--- config.mk ---
export PLATFORM = sky130hd
export DESIGN_NAME = mfac_cell
export DESIGN_NICKNAME = d
export VERILOG_FILES = /design/src/rtl/mfac_pkg.sv /design/src/rtl/mfac_cell.sv
export SDC_FILE = /design/constraint.sdc
export NUM_CORES = 1
export LEC_CHECK = 0
export ABC_AREA = 1
export BUFFER_PORTS_ARGS = -buffer_cell sky130_fd_sc_hd__buf_2
export CAP_MARGIN = 5
export CORE_MARGIN = 2
export CORE_UTILIZATION = 45
export DETAILED_ROUTE_END_ITERATION = 16
export PLACE_DENSITY = 0.76
export SETUP_SLACK_MARGIN = 0.15
export SLEW_MARGIN = 30
export SYNTH_ARGS = -nofsm -noshare
export SYNTH_HDL_FRONTEND = slang
export SYNTH_SLANG_ARGS = --single-unit
export TNS_END_PERCENT = 50
--- constraint.sdc ---
create_clock -name clk -period 1.5 [get_ports clk]
set_input_delay 0.3 -clock clk [delete_from_list [all_inputs] [get_ports clk]]
set_output_delay 0.3 -clock clk [all_outputs]
set_load 0.02 [all_outputs]
--- src/rtl/mfac_pkg.sv ---
// Types and constants shared by the MSHR allocation chain unit.
`default_nettype none
package mfac_pkg;

    // Fixed widths of the item fields
    localparam int IDX_FIELD_W = 4;
    localparam int NEXT_W      = 4;

    // Partial search result handed from one cell to the next
    typedef struct packed {
        logic valid;
        logic have_free;
        logic have_active;
        logic tail_hit;
    } mfac_sweep_t;

    // Update broadcast to every cell at the end of a sweep
    typedef struct packed {
        logic                   commit;
        logic                   alloc_ok;
        logic                   free_req;
        logic [IDX_FIELD_W-1:0] free_index;
        logic [NEXT_W-1:0]      next_index;
        logic                   next_none;
    } mfac_commit_t;

    // Control sequencer states, one-hot
    typedef enum logic [2:0] {
        S_IDLE  = 3'b001,
        S_SCAN  = 3'b010,
        S_DRAIN = 3'b100
    } mfac_state_t;

endpackage
`default_nettype wire

--- src/rtl/mfac_cell.sv ---
// One MSHR entry plus its stage of the search sweep.
`default_nettype none
module mfac_cell
    import mfac_pkg::*;
#(
    parameter int ADDR_W   = 26,
    parameter int IDX_W    = 4,
    parameter int CELL_IDX = 0
)(
    input  wire                clk,
    input  wire                rst_n,
    input  wire  mfac_sweep_t  sw_in,
    input  wire  [IDX_W-1:0]   free_slot_in,
    input  wire  [IDX_W-1:0]   tail_slot_in,
    output mfac_sweep_t        sw_out,
    output logic [IDX_W-1:0]   free_slot_out,
    output logic [IDX_W-1:0]   tail_slot_out,
    input  wire  [ADDR_W-1:0]  lookup_addr,
    input  wire  mfac_commit_t upd,
    input  wire  [IDX_W-1:0]   alloc_slot,
    input  wire  [ADDR_W-1:0]  alloc_addr
);

    localparam logic [IDX_W-1:0] MY_IDX = IDX_W'(CELL_IDX);

    // Entry storage
    logic              ent_valid_reg, ent_valid_next;
    logic [ADDR_W-1:0] ent_addr_reg;
    logic [NEXT_W-1:0] ent_next_reg;
    logic              ent_none_reg;

    // Sweep stage
    mfac_sweep_t       sw_reg, sw_next;
    logic [IDX_W-1:0]  free_slot_reg, free_slot_next;
    logic [IDX_W-1:0]  tail_slot_reg, tail_slot_next;

    logic alloc_hit;
    logic free_hit;
    logic is_tail;

    assign alloc_hit = upd.commit && upd.alloc_ok && (alloc_slot == MY_IDX);
    assign free_hit  = upd.commit && upd.free_req
                       && ({{(32-IDX_FIELD_W){1'b0}}, upd.free_index} == 32'(CELL_IDX));
    assign is_tail   = ent_valid_reg && ent_none_reg && (ent_addr_reg == lookup_addr);

    // Fold this entry into the partial result coming from the left
    always_comb
    begin
        sw_next.valid       = sw_in.valid;
        sw_next.have_active = sw_in.have_active | ent_valid_reg;
        sw_next.have_free   = sw_in.have_free | ~ent_valid_reg;
        sw_next.tail_hit    = sw_in.tail_hit | is_tail;
        free_slot_next      = sw_in.have_free ? free_slot_in : MY_IDX;
        tail_slot_next      = sw_in.tail_hit ? tail_slot_in : MY_IDX;
    end

    // Allocation wins over a free of the same entry
    always_comb
    begin
        ent_valid_next = ent_valid_reg;
        if (alloc_hit)
        begin
            ent_valid_next = 1'b1;
        end
        else if (free_hit)
        begin
            ent_valid_next = 1'b0;
        end
    end

    always_ff @(posedge clk or negedge rst_n)
    begin
        if (!rst_n)
        begin
            ent_valid_reg <= 1'b0;
            sw_reg        <= '0;
        end
        else
        begin
            ent_valid_reg <= ent_valid_next;
            sw_reg        <= sw_next;
        end
    end

    // Payload: entry data and slot indices
    always_ff @(posedge clk)
    begin
        free_slot_reg <= free_slot_next;
        tail_slot_reg <= tail_slot_next;
        if (alloc_hit)
        begin
            ent_addr_reg <= alloc_addr;
            ent_next_reg <= upd.next_index;
            ent_none_reg <= upd.next_none;
        end
    end

    assign sw_out        = sw_reg;
    assign free_slot_out = free_slot_reg;
    assign tail_slot_out = tail_slot_reg;

endmodule
`default_nettype wire

==> results of run 1 <==
per-stage QoR:
step                setup WS (ns)  utilization, %  hold WS, ns
CTS                         0.381            64.3        0.112
global route                0.295            64.3        0.118
global placement            0.288            61.9        0.118
detailed placement          0.272            61.9        0.119
floorplan                   0.201               -      0.00441
finish                      0.398            64.3        0.129
cell families (layout without fill, tap and decap cells):
| kind of cell | Yosys count | in the layout | synth area share, % |
|---|---|---|---|
| compound gates | 3 | 3 | 1.26 |
| xor+xnor | 1 | 1 | 0.491 |
| buf+inv | 57 | 156 | 12.0 |
| flops | 40 | 40 | 61.4 |
| simple gates | 116 | 116 | 24.9 |
cell type report:
cell class | count | share of cell area [%]
clock inverter | 1 | 0.156
tap | 48 | 2.49
inverter | 57 | 8.88
clock buffer | 7 | 3.17
multi-input combinational | 120 | 20.1
sequential | 40 | 45.5
timing repair buffer | 91 | 19.7
power groups by stage:
stage	registers, mW	clock network [mW]	logic [mW]
after floorplan	1.28	0	0.0831
after global placement	1.25	0	0.248
after detailed placement	1.25	0	0.256
after CTS	1.23	0.686	0.259
after global routing	1.23	0.725	0.290
final	1.23	0.658	0.255
per-layer routing:
| metal | global-route usage (%) | vias to the layer above |
|---|---|---|
| met5 | 0 | - |
| met4 | 6.89 | 0 |
| met3 | 8.28 | 4 |
| met2 | 29.8 | 66 |
| met1 | 15.7 | 615 |
| li1 | - | 826 |
timing repair:
action,in CTS,in global routing
hold buffers,1,0
buffers inserted,0,0
hold endpoints to repair,5,0
placed cells by master, fill, tap and decap left out, types with 2 or more instances in the layout:
| cell type | netlist | layout |
|---|---|---|
| nand2_1 | 89 | 89 |
| buf_2 | 0 | 89 |
| inv_1 | 57 | 57 |
| edfxtp_1 | 27 | 27 |
| nor2_1 | 22 | 21 |
| dfxtp_1 | 8 | 8 |
| clkbuf_8 | 0 | 5 |
| dfrtp_1 | 5 | 5 |
| nand3_1 | 2 | 2 |
| or2_2 | 2 | 2 |
| clkbuf_1 | 0 | 2 |
worst reg2reg max path, stage by stage, from the launching register on:
cell      delay, ns
edfxtp_1       0.39
nand2_1        0.08
nand2_1        0.05
nor2_1         0.10
nand2_1        0.06
nor2_1         0.14
nand2_1        0.11
o21bai_2       0.11
worst paths after layout:
path	cells after the start	to	slack [ns]
min	1	sw_out[3]	0.13
max reg2reg	7	sw_out[0]	0.41
min in group asynchronous	2	sw_out[0]	0.35
max in group asynchronous	2	sw_out[1]	1.02
min reg2reg	1	sw_out[1]	0.52
max	1	sw_out[3]	0.40
==> summary.txt, run 1 <==
Worst hold path
  – Hold/Removal Path Class: primary input to flop
  – Hold path start: sw_in[3]

Worst setup path
  – CP Buf/Inv Count: 1
  – RR Startpoint: ent_addr_reg[23]
  – Max incr delay on CP: 0.37 ns
  – CP Data Arrival Time: 0.80 ns
  – CP Launch Type: flop
  – Crit path cell chain: buf_2
  – Crit end category: output pin
  – Critical-path top delay cell: dfrtp_1
  – Crit path required time: 1.20 ns
  – CP top delay family: flip-flops
  – First element of the critical path: sw_out[3]
  – Critical path class: flop to output pin
  – Max FO, Critical Path: 1

Pwr
  – Worst vdd ir: 0.757 mV
  – Sw Ratio: 22.2%
  – Clock power frac: 30.8%
  – Combinational Power Share: 11.9%
  – PwrDens: 889 mW/mm^2
  – Static leakage: 1.39 nW
  – Int Power: 1.67 mW
  – Power, Total: 2.14 mW
  – Psw: 475 uW
  – Seq pwr share: 57.3%

Drt
  – DR pass1 iterations: 4
  – Top layer reached by signal wires: met4
  – Met3 Wirelength: 469 um
  – Number of DRC markers in iteration 0: 77
  – Met2 Wirelength: 1580 um
  – DRC Markers: 0
  – Number of nets with antenna violations after routing: 0
  – M1 WL: 1290 um
  – Vias/cell: 4.15
  – WL/cell: 9.28 um
  – Total Routed Length: 3380 um
  – Routed vias: 1,511

Status
  – Status: finished, final reports clean

Clocking
  – Clock-pin slew on the worst setup and hold paths: 0.07 ns
  – Longest Clk Path Bufs: 2
  – H-tree Lvls: 2
  – Worst skew pair latency: 0.28 ns
  – CTS Buf Count: 5
  – Root Driver: clkbuf_8
  – CTS tree: done
  – Num Clock Sinks: 40
  – Post-cts resize count: 0

Global routing
  – Largest net degree at the start of global routing: 28
  – GRT Util Overall: 16.5%
  – Initial antenna violation count: 0
  – First-pass GRT wire length: 5360 um
  – GR Overflow Total: 0
  – Vias in the first global route: 1,413

STA
  – Worst slew pin tran: 0.169 ns
  – Final worst-path cycle share: 73.5%
  – Setup Skew: 0.00411 ns
  – Final Critical Period: 1.10 ns
  – RSZ-0062 raised after global routing: false
  – Final hold vios: 0
  – Fin Setup TNS: 0 ns
  – Slew headroom: 88.7%
  – Final Slew Violations: 0
  – # setup viols final: 0
  – Fmax: 0.907 GHz

Final layout
  – Nets: 397
  – Max FFs per register: 26
  – Cell area after layout: 0.00241 mm^2
  – Antenna diode count: 0
  – Multi-input logic area: 483 um^2
  – Synth-to-layout area growth: 34.9%
  – Sequential cell area: 0.00110 mm^2
  – Layout cells sized above 1: 31.3%
  – Post-Layout Cell Count: 364
  – Fill cells: 342

Yosys
  – Cell count after synthesis: 217
  – Synth Register Bits: 40
  – Area leader, netlist: edfxtp_1
  – Primary FF master, synth: edfxtp_1
  – Ranking of synthesized cells by area: edfxtp_1 45%, nand2_1 19%, inv_1 12%
  – Most common cell in the netlist: nand2_1
  – Syn_nets: 299
  – Yosys warning total: 0
  – Avg Inst Size Synth: 8.23 um^2
  – Most frequent cells after synthesis: 89 x nand2_1, 57 x inv_1, 27 x edfxtp_1
  – EDFF count, synth: 27
  – Post-synth top area share: 45.4%
  – Mapped Area: 0.00179 mm^2
  – Fraction of registers with async set or reset after synthesis: 12.5%
  – Post-synthesis sequential area ratio: 61.4%
  – Synth cell types: 13

Floorplan
  – Chip height: 67.0 um
  – Die X: 67.0 um
  – Floorplan core area: 0.00374 mm^2
  – Num ports: 94
  – Rows: 22
  – Die area: 0.00449 mm^2
  – Initial core utilization: 47.7%

Placed design
  – Placed insts: 355
  – Hpwl dp: 2720 um
  – Buffers on Ports: 89
  – Gpl congestion: 0.715
  – Placed inst area: 0.00232 mm^2

Flow run
  – Max-cap violations: 0
Note: power is estimated with default switching activity, not from simulation.
==> inputs of run 2 (changes only) <==
--- a/config.mk
+++ b/config.mk
@@ -9,9 +9,9 @@
 export BUFFER_PORTS_ARGS = -buffer_cell sky130_fd_sc_hd__buf_2
 export CAP_MARGIN = 5
 export CORE_MARGIN = 2
-export CORE_UTILIZATION = 45
+export CORE_UTILIZATION = 44
 export DETAILED_ROUTE_END_ITERATION = 16
-export PLACE_DENSITY = 0.76
+export PLACE_DENSITY = 0.74
 export SETUP_SLACK_MARGIN = 0.15
 export SLEW_MARGIN = 30
 export SYNTH_ARGS = -nofsm -noshare
==> constraint.sdc (replaced) <==
create_clock -name clk -period 1.05 [get_ports clk]
set_input_delay 0.21 -clock clk [delete_from_list [all_inputs] [get_ports clk]]
set_output_delay 0.21 -clock clk [all_outputs]
set_load 0.02 [all_outputs]
==> run 2 against run 1 <==
Clock-buffer cell count fell by 1. Critical path depth grew 6. Register-to-register slack worse by 0.39 ns. First-iteration DRC count fell by 55%. Hold slack lost 0.098 ns. Die area is 2.1% higher. Combinational power up 61%. Clock power increased by 93%. Critical endpoint is now sw_out[0]. Highest routed layer unchanged.
==> summary.txt, run 2 (synthesis gave the netlist of run 1 again) <==
Worst setup path
  – CP Data Arrival Time: 1.25 ns (+0.45 ns)
  – Crit path cell chain: inv_1 -> nor2_1 -> nor2_1 -> nand2_1 -> nor2_1 -> nand3_1 -> o21bai_2
  – Crit end category: flop
  – Most frequent CP cell: nor2_1
  – CP top delay family: simple AND/OR/NAND/NOR gates
  – Crit path required time: 1.27 ns (+0.07 ns)
  – R2r worst-path depth: 7 (unchanged)
  – Crit path depth: 7 (+6)
  – Max FO, Critical Path: 2 (+1)
  – Critical-path top delay cell: edfxtp_1
  – Critical path class: flop to flop
  – CP Launch Type: flop
  – RR Startpoint: ent_addr_reg[7]
  – Max incr delay on CP: 0.37 ns (about the same)
  – First element of the critical path: ent_addr_reg[7]
  – CP Buf/Inv Count: 1 (unchanged)

Clocking
  – Setup bufs post-CTS: 0 (unchanged)
  – Root Driver: clkbuf_8
  – CTS Buf Count: 5 (unchanged)
  – H-tree Lvls: 2 (unchanged)
  – Num Clock Sinks: 40 (unchanged)
  – Longest Clk Path Bufs: 2 (unchanged)
  – CTS tree: done
  – Clock-pin slew on the worst setup and hold paths: 0.08 ns (about the same)
  – Worst skew pair latency: 0.29 ns (about the same)

Global routing
  – First-pass GRT wire length: 5220 um (-2.6%)
  – GR Overflow Total: 0 (unchanged)
  – Largest net degree at the start of global routing: 15 (-46%)
  – GRT Util Overall: 16.0% (-0.54 points)
  – Initial antenna violation count: 0 (unchanged)
  – Vias in the first global route: 1,332 (-5.7%)

Floorplan
  – Num ports: 94 (unchanged)
  – Initial core utilization: 45.3% (-2.4 points)
  – Die X: 67.7 um (+1.1%)
  – Rows: 23 (+4.5%)
  – Chip height: 67.7 um (+1.1%)
  – Floorplan core area: 0.00394 mm^2 (+5.3%)
  – Die area: 0.00458 mm^2 (+2.1%)

Placed design
  – Buffers on Ports: 89 (unchanged)
  – Placed insts: 358 (+0.85%)
  – Pre-CTS setup slack: -0.0958 ns (-0.368 ns)
  – Hpwl dp: 2750 um (+1.0%)
  – Placed inst area: 0.00236 mm^2 (+1.7%)
  – Gpl congestion: 0.697 (-2.6%)

Drt
  – Total Routed Length: 3510 um (+3.9%)
  – Vias/cell: 4.16 (+0.23%)
  – DR pass1 iterations: 4 (unchanged)
  – DRC Markers: 0 (unchanged)
  – WL/cell: 9.56 um (+3.1%)
  – Number of nets with antenna violations after routing: 0 (unchanged)
  – Number of DRC markers in iteration 0: 35 (-55%)
  – Routed vias: 1,527 (+1.1%)

Final layout
  – Layout cells sized above 1: 35.6% (+4.3 points)
  – Sequential cell area: 0.00111 mm^2 (+0.91%)
  – Cell area after layout: 0.00257 mm^2 (+6.7%)
  – Commonest non-fill, non-tap cells in the layout: 88 x nand2_1, 77 x buf_2, 57 x inv_1
  – Synth-to-layout area growth: 43.9%
  – Post-Layout Cell Count: 367 (+0.82%)
  – Max FFs per register: 26 (unchanged)
  – Antenna diode count: 0 (unchanged)
  – Multi-input logic area: 500 um^2 (+3.6%)
  – Commonest non-fill, non-tap cell in the layout: nand2_1
  – Nets: 398 (+0.25%)
  – Fill cells: 326 (-4.7%)

Worst hold path
  – Hold path start: sw_in[3]
  – Hold/Removal Path Class: primary input to flop
  – Min-Delay Path Depth: 1 (unchanged)

Pwr
  – PwrDens: 1340 mW/mm^2 (+51%)
  – Static leakage: 1.44 nW (+3.7%)
  – Worst vdd ir: 1.00 mV (+33%)
  – Power, Total: 3.44 mW (+61%)

Flow run
  – Max-cap violations: 0 (unchanged)

STA
  – Final hold vios: 0 (unchanged)
  – Worst slew pin tran: 0.164 ns (-0.00452 ns)
  – Final worst-path cycle share: 98.1%
  – # setup viols final: 0 (unchanged)
  – Setup WS post-layout: 0.0200 ns (-0.378 ns)
  – Setup Skew: 0.00527 ns (+0.00115 ns)
  – Final Slew Violations: 0 (unchanged)
  – Fmax: 0.971 GHz
  – Final Critical Period: 1.03 ns
  – RSZ-0062 raised after global routing: true
  – Slew headroom: 89.0% (+0.36 points)
  – Fin Hold WS: 0.0314 ns (-0.0979 ns)

Status
  – Status: finished, final reports clean
## run 2: changes by cell type in the layout (fill, tap and decap cells not counted), moves of 2 or more
cell	before	now
buf_2	89	77
buf_6	0	12
dfxtp_1	8	0
dfxtp_2	0	8
clkbuf_1	2	0
nor2_1	21	19
nor2_4	1	3
## run 2: worst reg2reg max path, stage by stage, from the launching register on
cell and delay (ns):
edfxtp_1 0.37, inv_1 0.08, nor2_1 0.05, nor2_1 0.08
nand2_1 0.05, nor2_1 0.10, nand3_1 0.10, o21bai_2 0.13
## run 2: power breakdown
part | switching (mW) | total (mW) | internal [mW]
registers | 0.0268 | 1.76 | 1.74
logic | 0.188 | 0.411 | 0.223
clock network | 0.502 | 1.27 | 0.765
total | 0.717 | 3.44 | 2.72
## run 2: cell type report
type	count	share of cell area (%)
clock buffers	6	3.21
clock inverters	2	1.31
inverters	57	8.33
multi-input cells	120	19.5
flip-flops and latches	40	43.0
well taps	50	2.43
repair buffers	92	22.2
## run 2: path summary, 6_finish.rpt
| kind | endpoint | slack, ns |
|---|---|---|
| max | sw_out[0] | 0.02 |
| min | sw_out[3] | 0.03 |
| max reg2reg | sw_out[0] | 0.02 |
| min reg2reg | sw_out[1] | 0.53 |
| max in group asynchronous | sw_out[2] | 0.65 |
| min in group asynchronous | ent_valid_reg | 0.26 |
## run 2: metrics by stage
stage | util (%) | TNS [ns]
final | 65.2 | 0
after global routing | 65.2 | -0.161
after CTS | 65.2 | -0.00802
after detailed placement | 59.8 | -2.55
after global placement | 59.8 | -2.24
after floorplan | - | -4.06
## run 2: repair_timing
item | CTS | global route
pin swaps | 4 | 0
resized for setup | 32 | 0
endpoints found under the setup margin | 13 | 13
endpoints found under the hold margin | 5 | 0
hold buffers | 1 | 0
## run 2: routing by layer
layer  GRT usage (%)  wire length [um]  vias to the layer above
met3            6.17               306                        5
met2            30.3              1850                       59
met1            15.3              1310                      636
met5               0                 0                        -
met4            6.12                46                        0
li1                -                 -                      827
==> inputs of run 3 (changes only) <==
--- a/config.mk
+++ b/config.mk
@@ -5,11 +5,10 @@
 export SDC_FILE = /design/constraint.sdc
 export NUM_CORES = 1
 export LEC_CHECK = 0
-export ABC_AREA = 1
 export BUFFER_PORTS_ARGS = -buffer_cell sky130_fd_sc_hd__buf_2
 export CAP_MARGIN = 5
 export CORE_MARGIN = 2
-export CORE_UTILIZATION = 44
+export CORE_UTILIZATION = 41
 export DETAILED_ROUTE_END_ITERATION = 16
 export PLACE_DENSITY = 0.74
 export SETUP_SLACK_MARGIN = 0.15
==> run 3 against run 2 <==
The run now ends with setup timing left. Hold slack got worse by 0.0059 ns. Global-route usage is 1.9 points higher. Critical path depth fell by 3. Register-to-register slack got worse by 0.18 ns. Area after synthesis down 17%. Clock skew shrank 0.0017 ns. Final area down 9.0%. Combinational power is 4% higher. Largest cell class unchanged.
==> summary.txt, run 3 <==
Status
  – Status: finished with violations
  – Violated checks: setup timing

Pwr
  – Worst vdd ir: 0.897 mV (-11%)
  – Clock power frac: 30.1% (-6.7 points)
  – Static leakage: 0.979 nW (-32%)
  – Sw Ratio: 21.5% (+0.66 points)
  – Seq pwr share: 56.3% (+5.1 points)
  – Combinational Power Share: 13.7% (+1.7 points)
  – PwrDens: 1340 mW/mm^2 (about the same)
  – Int Power: 2.46 mW (-9.7%)
  – Power, Total: 3.13 mW (-9.0%)
  – Psw: 673 uW (-6.1%)

Global routing
  – Initial antenna violation count: 0 (unchanged)
  – Largest net degree at the start of global routing: 13 (-2)
  – Vias in the first global route: 1,230 (-7.7%)
  – GR Overflow Total: 0 (unchanged)
  – GRT Util Overall: 17.9% (+1.9 points)
  – First-pass GRT wire length: 5270 um (+0.92%)

Final layout
  – Antenna diode count: 0 (unchanged)
  – Core Util, Final: 69.0% (+3.8 points)
  – Max FFs per register: 26 (unchanged)
  – Commonest non-fill, non-tap cell in the layout: buf_2
  – Commonest non-fill, non-tap cells in the layout: 75 x buf_2, 27 x edfxtp_1, 16 x xnor2_1
  – Nets: 278 (-30%)
  – Layout cells sized above 1: 58.4% (+23 points)
  – Synth-to-layout area growth: 58.1%

Worst setup path
  – R2r setup slk: -0.16 ns (-0.18 ns)
  – R2r endpoint: sw_out[0]
  – Critical-path top delay cell: edfxtp_1
  – Max incr delay on CP: 0.40 ns (+0.03 ns)
  – CP Data Arrival Time: 1.51 ns (+0.26 ns)
  – Crit path cell chain: xnor2_1 -> nand4_1 -> nor4_2 -> a41o_1
  – CP top delay family: flip-flops
  – CP Launch Type: flop
  – Crit end category: flop
  – Max FO, Critical Path: 1 (-1)
  – RR Startpoint: ent_addr_reg[17]
  – Crit path required time: 1.34 ns (+0.07 ns)
  – R2r worst-path depth: 4 (-3)
  – CP Buf/Inv Count: 0 (-1)
  – Critical path class: flop to flop

Placed design
  – Buffers on Ports: 89 (unchanged)
  – Hpwl dp: 2520 um (-8.4%)
  – Gpl congestion: 0.716 (+2.8%)

Drt
  – DRC Markers: 0 (unchanged)
  – WL/cell: 13.8 um (+44%)
  – Routed vias: 1,100 (-28%)
  – DR pass1 iterations: 3 (-1)
  – Met2 Wirelength: 1920 um (+3.9%)
  – Total Routed Length: 3340 um (-4.8%)
  – Number of nets with antenna violations after routing: 0 (unchanged)
  – M1 WL: 1140 um (-13%)
  – Top layer reached by signal wires: met4
  – Vias/cell: 4.53 (+8.8%)
  – Number of DRC markers in iteration 0: 15 (-57%)
  – Met3 Wirelength: 217 um (-29%)

Yosys
  – Avg Inst Size Synth: 16.3 um^2 (+98%)
  – Syn_nets: 173 (-42%)
  – Cell count after synthesis: 91 (-58%)
  – Yosys warning total: 0 (unchanged)
  – Ranking of synthesized cells by area: edfxtp_1 55%, dfxtp_1 11%, xnor2_1 9.5%
  – Fraction of registers with async set or reset after synthesis: 12.5% (unchanged)
  – Primary FF master, synth: edfxtp_1
  – Post-synthesis sequential area ratio: 74.0% (+13 points)
  – Most common cell in the netlist: edfxtp_1
  – EDFF count, synth: 27 (unchanged)
  – Most frequent cells after synthesis: 27 x edfxtp_1, 16 x xnor2_1, 10 x xor2_1
  – Post-synth top area share: 54.8% (+9.4 points)
  – Area leader, netlist: edfxtp_1
  – Synth Register Bits: 40 (unchanged)
  – Synth cell types: 15 (+2)
  – Mapped Area: 0.00148 mm^2 (-17%)

Floorplan
  – Floorplan core area: 0.00339 mm^2 (-14%)
  – Die X: 64.1 um (-5.3%)
  – Die area: 0.00411 mm^2 (-10%)
  – Initial core utilization: 43.7% (-1.6 points)
  – Chip height: 64.1 um (-5.3%)
  – Rows: 21 (-8.7%)
  – Num ports: 94 (unchanged)

Worst hold path
  – Hold path start: alloc_addr[20]
  – Hold path endpoint: ent_addr_reg[20]
  – Hold/Removal Path Class: primary input to flop
  – Min-Delay Path Depth: 1 (unchanged)

STA
  – # setup viols final: 5 (+5)
  – Fmax: 0.824 GHz (-15%)
  – Final worst-path cycle share: 116% (+17 points)
  – RSZ-0062 raised after global routing: true
  – Final hold vios: 0 (unchanged)
  – Final Slew Violations: 0 (unchanged)
  – Worst slew pin tran: 0.300 ns (+0.136 ns)
  – Final Critical Period: 1.21 ns (+0.183 ns)
  – Setup Skew: 0.00359 ns (-0.00168 ns)
  – Setup WS post-layout: -0.163 ns (-0.183 ns)
  – Slew headroom: 79.8% (-9.2 points)

Clocking
  – Clock-pin slew on the worst setup and hold paths: 0.11 ns (+0.03 ns)
  – CTS tree: done
  – H-tree Lvls: 2 (unchanged)
  – Root Driver: clkbuf_4
  – Setup bufs post-CTS: 0 (unchanged)
  – Longest Clk Path Bufs: 2 (unchanged)
  – CTS Buf Count: 5 (unchanged)
  – Worst skew pair latency: 0.35 ns (+0.06 ns)
  – Num Clock Sinks: 40 (unchanged)

Flow run
  – Max-cap violations: 0 (unchanged)
==> run 3: cell count changes in the layout (fill, tap and decap cells not counted), sizes merged, moves of 8 or more <==
cell   before  now
nand2      89    0
inv        57    0
nor2       22    0
xnor2       0   16
xor2        1   10
and2        0    8
==> run 3: power groups by stage <==
| stage | Sequential, mW | Clock (mW) | Combinational (mW) |
|---|---|---|---|
| finish | 1.76 | 0.942 | 0.428 |
| global route | 1.77 | 1.04 | 0.463 |
| CTS | 1.76 | 0.973 | 0.412 |
| detailed placement | 1.79 | 0 | 0.349 |
| global placement | 1.78 | 0 | 0.339 |
| floorplan | 1.83 | 0 | 0.0840 |
==> run 3: final cells by class <==
class                      instances  area (um^2)
sequential                        40         1110
timing repair buffer              98          666
fill                             240         1050
multi-input combinational         51          430
tap                               46         57.6
clock inverter                     1         3.75
clock buffer                       7         76.3
==> run 3: worst max-delay path by stage <==
stage	from	endpoint	depth (start not counted)
4_1_cts	ent_addr_reg[19]	sw_out[0]	4
5_1_grt	ent_addr_reg[14]	sw_out[0]	4
2_1_floorplan	alloc_slot[1]	ent_addr_reg[0]	2
6_report	ent_addr_reg[17]	sw_out[0]	4
3_5_place_dp	alloc_slot[1]	ent_addr_reg[15]	4
3_3_place_gp	alloc_slot[1]	ent_addr_reg[0]	4
==> run 3: cells by family after synthesis <==
kind of cell / share of synthesized area [%]
AOI/OAI and AO/OA: 1.18
xor gates and xnor gates: 15.4
DFF: 74.0
and+or+nand+nor: 9.38
==> run 3: timing repair <==
item / in CTS / in global routing
gates resized for setup: 38 / 4
hold endpoints to repair: 6 / 3
hold buffers: 2 / 3
gates cloned: 1 / 0
setup endpoints to repair: 30 / 40
pin swaps: 2 / 4
==> run 3: through the flow <==
| stage | hold WS, ns | std cells | setup TNS (ns) | setup slack, ns | cell area, um^2 |
|---|---|---|---|---|---|
| after floorplan | -0.0856 | 91 | -3.35 | -0.124 | 1500 |
| after global placement | 0.0278 | 229 | -5.92 | -0.222 | 2050 |
| after detailed placement | 0.0297 | 229 | -6.80 | -0.251 | 2050 |
| after CTS | 0.00799 | 240 | -0.296 | -0.121 | 2290 |
| after global routing | 0.000291 | 243 | -0.575 | -0.248 | 2340 |
| final | 0.0255 | 243 | -0.281 | -0.163 | 2340 |
==> run 3: per-layer routing <==
metal | vias to the layer above | track usage (%)
met5 | - | 0
met4 | 0 | 7.34
met3 | 5 | 5.99
met2 | 47 | 33.2
met1 | 508 | 18.0
li1 | 540 | -
